===== src/hw/rtl/open_addressing_hash_table_macros.svh =====
// Assertion helpers for the hash table RTL; clock is clk, reset is arst_n.
`ifndef OPEN_ADDRESSING_HASH_TABLE_MACROS_SVH
`define OPEN_ADDRESSING_HASH_TABLE_MACROS_SVH

// Same-cycle implication, disabled in reset.
`define OAHT_ASSERT_NOW(label, ante, cons, msg) \
	label: assert property (@(posedge clk) disable iff (!arst_n) (ante) |-> (cons)) \
		else $error(msg);

// Next-cycle implication, disabled in reset.
`define OAHT_ASSERT_NEXT(label, ante, cons, msg) \
	label: assert property (@(posedge clk) disable iff (!arst_n) (ante) |=> (cons)) \
		else $error(msg);

`endif


===== src/hw/rtl/oaht_pkg.sv =====
package oaht_pkg;

	localparam int SLOT_W  = 8;
	localparam int DEPTH   = 1 << SLOT_W;
	localparam int CNT_W   = SLOT_W + 1;
	localparam int STEP_W  = $clog2(SLOT_W + 1);
	localparam int KEY_W   = 32;
	localparam int VAL_W   = 32;

	localparam logic [KEY_W-1:0] KEY_EMPTY = {KEY_W{1'b1}};
	localparam logic [VAL_W-1:0] VAL_EMPTY = {VAL_W{1'b1}};

	typedef enum logic [1:0] {
		FN_INSERT = 2'd0,
		FN_FIND   = 2'd1,
		FN_REMOVE = 2'd2,
		FN_CLEAR  = 2'd3
	} func_t;

	typedef enum logic [1:0] {
		ST_OK       = 2'd0,
		ST_MISS     = 2'd1,
		ST_RESERVED = 2'd2
	} status_t;

	// request to the remainder unit
	typedef struct packed {
		logic              start;
		logic [SLOT_W-1:0] dividend;
		logic [CNT_W-1:0]  divisor;
	} rem_req_t;

	// answer from the remainder unit
	typedef struct packed {
		logic              busy;
		logic              done;
		logic [SLOT_W-1:0] rem;
	} rem_rsp_t;

endpackage


===== src/hw/rtl/oaht_rem_unit.sv =====
// Bit-serial restoring remainder: one shift, compare and subtract per cycle.
module oaht_rem_unit (
	input  logic              clk,
	input  logic              arst_n,
	input  oaht_pkg::rem_req_t req,
	output oaht_pkg::rem_rsp_t rsp
);
	import oaht_pkg::*;

	logic [CNT_W-1:0]  rem_q;
	logic [SLOT_W-1:0] dvd_q;
	logic [CNT_W-1:0]  dvs_q;
	logic [STEP_W-1:0] cnt_q;
	logic              busy_q;
	logic              done_q;

	logic [CNT_W-1:0] shifted;
	logic             ge;
	logic [CNT_W-1:0] rem_next;

	assign shifted  = {rem_q[SLOT_W-1:0], dvd_q[SLOT_W-1]};
	assign ge       = shifted >= dvs_q;
	assign rem_next = ge ? (shifted - dvs_q) : shifted;

	always_ff @(posedge clk or negedge arst_n) begin
		if (!arst_n) begin
			busy_q <= 1'b0;
			done_q <= 1'b0;
			cnt_q  <= '0;
		end else begin
			done_q <= 1'b0;
			if (req.start) begin
				busy_q <= 1'b1;
				cnt_q  <= '0;
			end else if (busy_q) begin
				cnt_q <= cnt_q + STEP_W'(1);
				if (cnt_q == STEP_W'(SLOT_W - 1)) begin
					busy_q <= 1'b0;
					done_q <= 1'b1;
				end
			end
		end
	end

	// datapath needs no reset
	always_ff @(posedge clk) begin
		if (req.start) begin
			rem_q <= '0;
			dvd_q <= req.dividend;
			dvs_q <= req.divisor;
		end else if (busy_q) begin
			rem_q <= rem_next;
			dvd_q <= {dvd_q[SLOT_W-2:0], 1'b0};
		end
	end

	assign rsp.busy = busy_q;
	assign rsp.done = done_q;
	assign rsp.rem  = rem_q[SLOT_W-1:0];

endmodule


===== config.mk =====
export PLATFORM = sky130hd
export DESIGN_NAME = oaht_rem_unit
export DESIGN_NICKNAME = d
export VERILOG_FILES = /design/src/hw/rtl/open_addressing_hash_table_macros.svh /design/src/hw/rtl/oaht_pkg.sv /design/src/hw/rtl/oaht_rem_unit.sv
export SDC_FILE = /design/constraint.sdc
export NUM_CORES = 1
export LEC_CHECK = 0
export BUFFER_PORTS_ARGS = -buffer_cell sky130_fd_sc_hd__buf_4
export CAP_MARGIN = 20
export CORE_MARGIN = 2
export CORE_UTILIZATION = 48
export DETAILED_ROUTE_END_ITERATION = 10
export HOLD_SLACK_MARGIN = 0.08
export PLACE_DENSITY = 0.78
export SLEW_MARGIN = 15
export SYNTH_ARGS = -nofsm -noshare
export SYNTH_HDL_FRONTEND = slang
export SYNTH_SLANG_ARGS = --single-unit

===== constraint.sdc =====
create_clock -name clk -period 2.65 [get_ports clk]
set_input_delay 0.6625 -clock clk [delete_from_list [all_inputs] [get_ports clk]]
set_output_delay 0.6625 -clock clk [all_outputs]
set_load 0.05 [all_outputs]

**Word-level counts from Yosys, hierarchy flattened**

Index checks and enable logic that the tools add are counted.

- Bits in registers: 31
- Bits of input ports: 20
- Output and inout port bits: 10
- Word-level logic and storage cells: 22

- Add/subtract/negate cells: 2
- Magnitude comparators: 1
- Equality and inequality tests: 1
- Mux-type cells: 11
- Reduce and logical (&&, ||, !) cells: 1

Operators by type and width:

| kind | count |
|---|---|
| $mux W8 | 3 |
| $ge A9 B9 Y1 | 1 |
| $mux W4 | 2 |
| $sub A8 B8 Y8 | 1 |
| $mux W1 | 6 |
| $add A4 B1 Y4 const B | 1 |
| $eq A4 B3 Y1 const B | 1 |
| $reduce_bool A2 Y1 | 1 |

**Logic depth before layout (Yosys ltp)**

Gate-level depths: netlist of run 1.

- Depth in word-level cells: 4
- Gate-level depth with buffers: 8
- Depth with buffers taken out: 8

**Least setup slack after synthesis of run 1**

OpenSTA, ideal clock, no wires.

- Path kind: reg2reg
- Start: register rem_q[0]
- End: register rem_q[6]
- Library setup time: 0.088 ns
- Arrival time: 2.378 ns
- Data required time: 2.562 ns
- Setup slack: 0.184 ns
- Stages on the path, launching flop included: 8
- Buffers on the path: 0
- Period minus slack after synthesis: 2.466 ns
- Path through: dfxtp_1 inv_1 fa_1 nand2b_1 a2111oi_0 a211oi_1 or3_1 a311oi_2

- Longest elaborated chain between the ends: 2
- Elaborated cells between the ends (all ways): 3
- Classes of those cells: add/sub: 1; order compare: 1; mux: 1

RTL lines:

| element | line | RTL |
|---|---|---|
| start, declared | oaht_rem_unit.sv:10 | `logic [CNT_W-1:0] rem_q;` |
| start signal, assigned | oaht_rem_unit.sv:52 | `rem_q <= rem_next;` |
| $sub A8 B8 Y8 / $ge A9 B9 Y1 (equally long branches) | oaht_rem_unit.sv:23, oaht_rem_unit.sv:22 |  |
| $mux W8 (*) | oaht_rem_unit.sv:23 | `assign rem_next = ge ? (shifted - dvs_q) : shifted;` |

Mark *: on every way between the ends. The rest lies on a longest branch, timed or not.
A chain may end at the register's enable or synchronous reset.

**Worst setup path in the final report of run 1**

- Start: register dvd_q[7]
- End: register rem_q[6]

- Longest elaborated chain between the ends: 2
- Elaborated cells between the ends (all ways): 3
- Classes of those cells: add/sub: 1; order compare: 1; mux: 1

RTL lines:

| element | line | RTL |
|---|---|---|
| start, declared | oaht_rem_unit.sv:11 | `logic [SLOT_W-1:0] dvd_q;` |
| start signal, assigned | oaht_rem_unit.sv:49 | `dvd_q <= req.dividend;` |
| start signal, assigned | oaht_rem_unit.sv:53 | `dvd_q <= {dvd_q[SLOT_W-2:0], 1'b0};` |
| $sub A8 B8 Y8 / $ge A9 B9 Y1 (equally long branches) | oaht_rem_unit.sv:23, oaht_rem_unit.sv:22 |  |
| $mux W8 (*) | oaht_rem_unit.sv:23 |  |

Marks and branches as above.

==> results by group, run 1 <==
Global routing
  • Vias in the first global route: 1308
  • GRT overflow: 0
  • Largest net degree at the start of global routing: 36
  • First-pass GRT wire length: about 5.8 mm
  • GRT Resource Usage Total: between 10% and 20%
  • Initial antenna violation count: 0

Logic synthesis
  • Largest family of logic cells by synthesized area: simple AND/OR/NAND/NOR gates
  • Fraction of registers with async set/reset: 19.4%
  • Post-synthesis compound-gate area fraction: 16.1%
  • EDFF count, synth: 17
  • Synth cell count leaders: edfxtp_1 (17), nor2_1 (17), inv_1 (12)
  • Synth top area share: between 20% and 30%
  • Yosys reg bits: 31
  • Mapped Area: 1760 um^2
  • Syn Inst Count: between 150 and 200
  • Syn Nets: 193
  • Yosys cell types: 45
  • Mux share of post-synthesis cell area: 5.04%
  • Ys Warns: 0
  • Syn Area/Cell: 10.9 um^2
  • Synth Area in Adders: under 10%
  • Ys flop type: edfxtp_1
  • Largest cells by area after synthesis: edfxtp_1 (29%), dfxtp_1 (9.1%), dfrtp_1 (8.5%)
  • Register area share after synthesis: 46.6%
  • Post-Synth XOR/XNOR Area: 1.99%
  • Synth area leader: edfxtp_1
  • Post-synthesis simple-gate area fraction: 17.6%

STA
  • Final Slew Violations: 0
  • Slew headroom: 60.6%
  • Tmin final: between 2 and 2.5 ns
  • RSZ-0062 raised after global routing: false
  • Crit share post-route: 91.9%
  • Slew @ Worst Pin: ~0.59 ns
  • Final setup vio count: 0
  • Max Clock Freq: about 400 MHz
  • Total negative slack: 0 ns
  • Final Hold Vio Count: 0
  • Worst-case clock skew: 0.00678 ns

Worst setup path
  • Crit path max-delay family: compound AO/OA/AOI/OAI gates
  • CP cell instances: inv_1 -> ha_1 -> fa_1 -> nand2b_1 -> a2111oi_0 -> a211oi_1 -> or3_1 -> a311oi_2
  • Critical Path AT: 2.63 ns
  • CP max FO: 4
  • Worst path max stage delay: between 0.4 and 0.5 ns
  • Critical Path Start Type: flop
  • Worst Path Required: about 2.8 ns
  • Worst setup EP type: flop
  • Crit Path Class: flop to flop
  • Critical path's slowest cell: a2111oi_0
  • WP buf/inv: 1

Flow run
  • Max-cap violations: 0

CTS
  • Clk slew on worst S/H paths: 0.06 ns
  • Post-cts sizing count: 0
  • Hold-fix buffers, CTS: 0
  • CTS root buffer: clkbuf_8
  • H-tree Lvls: 2
  • CTS Buf Count: 5
  • Clock buffer depth: 2
  • # clock sinks: 31
  • Post-CTS Setup Inserts: 0
  • CTS tree: yes
  • Later-pin clock latency in the skew report: roughly 0.28 ns

Floorplan
  • Core area: roughly 3600 um^2
  • # IOs: 30
  • Die Height: 64.6 um
  • Row count: 22
  • DIE AREA: 4170 um^2
  • Die W: around 65 um
  • Starting density of the core: 48.9%

Drt
  • # DRC: 0
  • DR iter-0 viols: 52
  • Final ANT Viol Nets: 0
  • Via count: 1312
  • DR WL/cell: 14.3 um
  • Drt pass-1 iters: 4
  • Post-Route WL: 3.46 mm
  • Drt via density: about 5.4

Run status
  • Outcome: finished clean

Pwr
  • PwrDens: 556 nW/um^2
  • Power Total: 1.17 mW
  • Max VDD drop: ~0.35 mV
  • Pleak: between 0.8 and 0.9 nW

Placed design
  • # port buffers: 29
  • GPL Wtd Cong: 0.906
  • Post-DP HPWL: 2.62 mm

Final layout
  • Layout cell share with drive strength beyond 1: between 20% and 30%
  • Filler cell count: 305
  • Multi-input logic area: 863 um^2
  • Layout Nets: ~220
  • Reg area: 821 um^2
  • Antenna cells: 0
  • Layout area overhead: 18.9%

Hold path
  • Worst min path class: primary input to asynchronous set/reset pin
-- state kept, by name, summed over array words and instances, names as in the netlist --
| register | flops |
|---|---|
| done_q | 1 |
| cnt_q | 4 |
| dvd_q | 8 |
| dvs_q | 9 |
| busy_q | 1 |
| rem_q | 8 |
-- layout by cell type, fill, tap and decap left out, types with 5 or more instances in the layout --
cell and n:
inv_1 12, dfxtp_1 8, ha_1 10, mux2_2 7
nor2_1 17, edfxtp_1 17, clkbuf_8 5, dfrtp_1 6
nand2b_1 5, o21ai_0 9, buf_4 30
-- power breakdown --
group / internal (mW) / switching [mW]
clock: 0.180 / 0.166
sequential: 0.546 / 0.0193
combinational: 0.111 / 0.143
-- layer usage --
metal | up-vias | wire length, um | GRT usage, %
met5 | - | 0 | 0
met1 | 615 | 1570 | 21.9
li1 | 662 | - | -
met4 | 0 | 75 | 7.45
met3 | 7 | 136 | 5.38
met2 | 28 | 1670 | 30.9
-- stage by stage --
stage          hold WS [ns]  cells  util [%]  area (um^2)  setup slack (ns)
4_1_cts               0.167    241      58.1         2100             0.219
2_1_floorplan         0.367    162         -         1760             0.184
3_5_place_dp          0.474    233      55.9         2010             0.241
3_3_place_gp          0.468    233      55.9         2010             0.383
6_report              0.173    241      58.1         2100             0.213
5_1_grt               0.170    241      58.1         2100            0.0965
-- final timing paths --
| path | start | to | slack (ns) | cells past startpoint |
|---|---|---|---|---|
| min in group clk | rem_q[4] | rem_q[4] | 0.53 | 2 |
| hold / removal | arst_n | cnt_q[1] | 0.17 | 1 |
| setup reg to reg | dvd_q[7] | rem_q[6] | 0.21 | 8 |
| setup / recovery | dvd_q[7] | rem_q[6] | 0.21 | 8 |
| max in group asynchronous | arst_n | busy_q | 2.36 | 1 |
| hold reg to reg | rem_q[4] | rem_q[4] | 0.53 | 2 |
-- cell type report --
class	count	share of cell area (%)
well taps	48	2.87
clock buffers	6	3.46
flip-flops and latches	31	39.2
clock inverters	2	0.418
inverters	12	2.15
multi-input cells	112	41.2
repair buffers	30	10.7
-- worst reg2reg max path: cells and delay by family (launching register included) --
kind | cells | cell delay [ns]
AOI/OAI and AO/OA | 3 | 0.77
adders and majority gates | 2 | 0.63
and+or+nand+nor | 2 | 0.55
DFF | 1 | 0.34
buffers and inverters | 1 | 0.05
-- cell families (layout without fill, tap and decap cells) --
group                      count (synthesis)  count (layout)
AOI/OAI and AO/OA                         35              35
xor gates and xnor gates                   4               4
adders and majority gates                 11              11
buffers and inverters                     19              50
DFF                                       31              31
muxes                                      8               8
and+or+nand+nor                           54              54
No activity file was read; power rests on OpenSTA's default activity.
==> run 2: changes to the inputs <==
Settings changed: CORE_ASPECT_RATIO set to 1.75, HOLD_SLACK_MARGIN 0.08 to 0.1.
==> results by group, run 2 (same netlist as run 1, synthesis figures left out) <==
Drt
  • Post-Route WL: 3.27 mm (-5.5%)
  • Drt via density: 5.51 (+1.3%)
  • Final ANT Viol Nets: 0 (unchanged)
  • Drt pass-1 iters: 4 (unchanged)
  • DR WL/cell: 13.7 um (-4.3%)
  • DR iter-0 viols: 21 (-60%)
  • # DRC: 0 (unchanged)
  • Via count: 1312 (unchanged)

Worst setup path
  • Critical Path Start Type: flop
  • WP buf/inv: 1 (unchanged)
  • Crit path max-delay family: compound AO/OA/AOI/OAI gates
  • Crit Path Class: flop to flop
  • R2r worst-path depth: 8 (unchanged)
  • Worst setup EP type: flop
  • Worst path max stage delay: 0.41 ns (-0.04 ns)
  • CP max FO: 4 (unchanged)
  • Critical path's slowest cell: a2111oi_0
  • CP cell instances: inv_1 -> ha_1 -> fa_1 -> nand2b_1 -> a2111oi_0 -> a211oi_1 -> or3_1 -> a311oi_2
  • Critical path depth in cells: 8 (unchanged)
  • Worst Path Required: 2.85 ns (about the same)
  • Critical Path AT: 2.55 ns (-0.08 ns)

Final layout
  • Largest registers: dvs_q: 9 flops, dvd_q: 8 flops, rem_q: 8 flops
  • Final core utilization: 59.4% (+1.3 points)
  • Layout Nets: 222 (-0.45%)
  • Max FFs per register: 9 (unchanged)
  • Layout cell share with drive strength beyond 1: 26.6% (+0.14 points)
  • Commonest non-fill, non-tap cell in the layout: buf_4
  • Layout area overhead: 19.8%
  • Reg with most FFs: dvs_q
  • Filler cell count: 321 (+5.2%)
  • Non-Filler Instances: 238 (-1.2%)
  • Most frequent cells in the layout: buf_4 (29), nor2_1 (17), edfxtp_1 (17)
  • Antenna cells: 0 (unchanged)

CTS
  • CTS Buf Count: 5 (unchanged)
  • Post-cts sizing count: 0 (unchanged)
  • Later-pin clock latency in the skew report: 0.29 ns (about the same)
  • Clk slew on worst S/H paths: 0.07 ns (about the same)
  • H-tree Lvls: 2 (unchanged)
  • # clock sinks: 31 (unchanged)
  • Hold-fix buffers, CTS: 0 (unchanged)
  • Post-CTS Setup Inserts: 0 (unchanged)
  • CTS tree: yes
  • Clock buffer depth: 2 (unchanged)
  • CTS root buffer: clkbuf_8

Floorplan
  • Core area: 3560 um^2 (-1.4%)
  • Starting density of the core: 49.6% (+0.69 points)
  • # IOs: 30 (unchanged)
  • Die Height: 84.2 um (+30%)
  • Row count: 29 (+32%)
  • DIE AREA: 4190 um^2 (+0.45%)
  • Die W: 49.8 um (-23%)

Run status
  • Outcome: finished clean

Pwr
  • PwrDens: 597 nW/um^2 (+7.3%)
  • Pleak: 0.902 nW (+0.99%)
  • Max VDD drop: 0.564 mV (+60%)

Global routing
  • Initial antenna violation count: 0 (unchanged)
  • GRT Resource Usage Total: 16.9% (-1.4 points)
  • First-pass GRT wire length: 5.51 mm (-5.4%)
  • Vias in the first global route: 1303 (-0.38%)
  • Largest net degree at the start of global routing: 36 (unchanged)
  • GRT overflow: 0 (unchanged)

Placed design
  • Inst Count DP: 230 (-1.3%)
  • GPL Wtd Cong: 0.864 (-4.6%)
  • # port buffers: 29 (unchanged)
  • Post-DP HPWL: 2.54 mm (-3.2%)

STA
  • Final hold slack: 0.173 ns (-0.000182 ns)
  • Final Hold Vio Count: 0 (unchanged)
  • Final Slew Violations: 0 (unchanged)
  • Worst-case clock skew: 0.00728 ns (+0.000506 ns)
  • RSZ-0062 raised after global routing: false
  • Tmin final: 2.35 ns (-0.0885 ns)
  • Max Clock Freq: 426 MHz (+3.8%)
  • Final setup vio count: 0 (unchanged)
  • Slew @ Worst Pin: 0.777 ns (+0.186 ns)
  • Total negative slack: 0 ns (unchanged)
  • Crit share post-route: 88.6% (-3.3 points)
  • Slew headroom: 48.2% (-12 points)

Hold path
  • Worst min path class: primary input to asynchronous set/reset pin

Flow run
  • Max-cap violations: 0 (unchanged)
==> run 2: cell types whose count changed in the layout (fill, tap and decap cells not counted), sizes merged <==
cell / before / now
clkbuf: 6 / 5
bufinv: 0 / 1
buf: 30 / 29
==> run 2: per-stage QoR <==
step | power [mW] | instance area (um^2) | worst slack [ns]
after floorplan | 0.750 | 1760 | 0.184
after global placement | 0.812 | 2000 | 0.372
after detailed placement | 0.826 | 2000 | 0.308
after CTS | 1.27 | 2110 | 0.287
after global routing | 1.32 | 2110 | 0.168
final | 1.26 | 2110 | 0.302
==> run 2: final cells by class <==
class                           count  area (um^2)  area share [%]
Clock buffer                        5         68.8            3.26
Clock inverter                      3         38.8            1.84
Inverter                           12         45.0            2.13
Multi-Input combinational cell    112          863            40.9
Sequential cell                    31          821            38.9
Tap cell                           46         57.6            2.73
Timing Repair Buffer               29          218            10.3
==> run 2: per-layer routing <==
| metal | share of wire [%] | wire [um] | GRT usage [%] | vias up |
|---|---|---|---|---|
| li1 | - | - | - | 657 |
| met1 | 39 | 1270 | 18.1 | 622 |
| met2 | 56 | 1810 | 30.2 | 27 |
| met3 | 3.9 | 129 | 5.16 | 6 |
| met4 | 1.6 | 51 | 6.57 | 0 |
| met5 | 0 | 0 | 0 | - |
==> run 2: final timing paths <==
kind,endpoint,startpoint,slack (ns)
setup reg to reg,rem_q[6],dvd_q[7],0.30
hold / removal,done_q,arst_n,0.17
min in group clk,rem_q[5],rem_q[5],0.52
max in group asynchronous,busy_q,arst_n,2.36
setup / recovery,rem_q[6],dvd_q[7],0.30
hold reg to reg,rem_q[5],rem_q[5],0.52
==> run 2: power by group <==
group / switching (mW) / internal [mW] / total, mW
clock: 0.170 / 0.275 / 0.445
combinational: 0.138 / 0.111 / 0.249
sequential: 0.0201 / 0.546 / 0.566
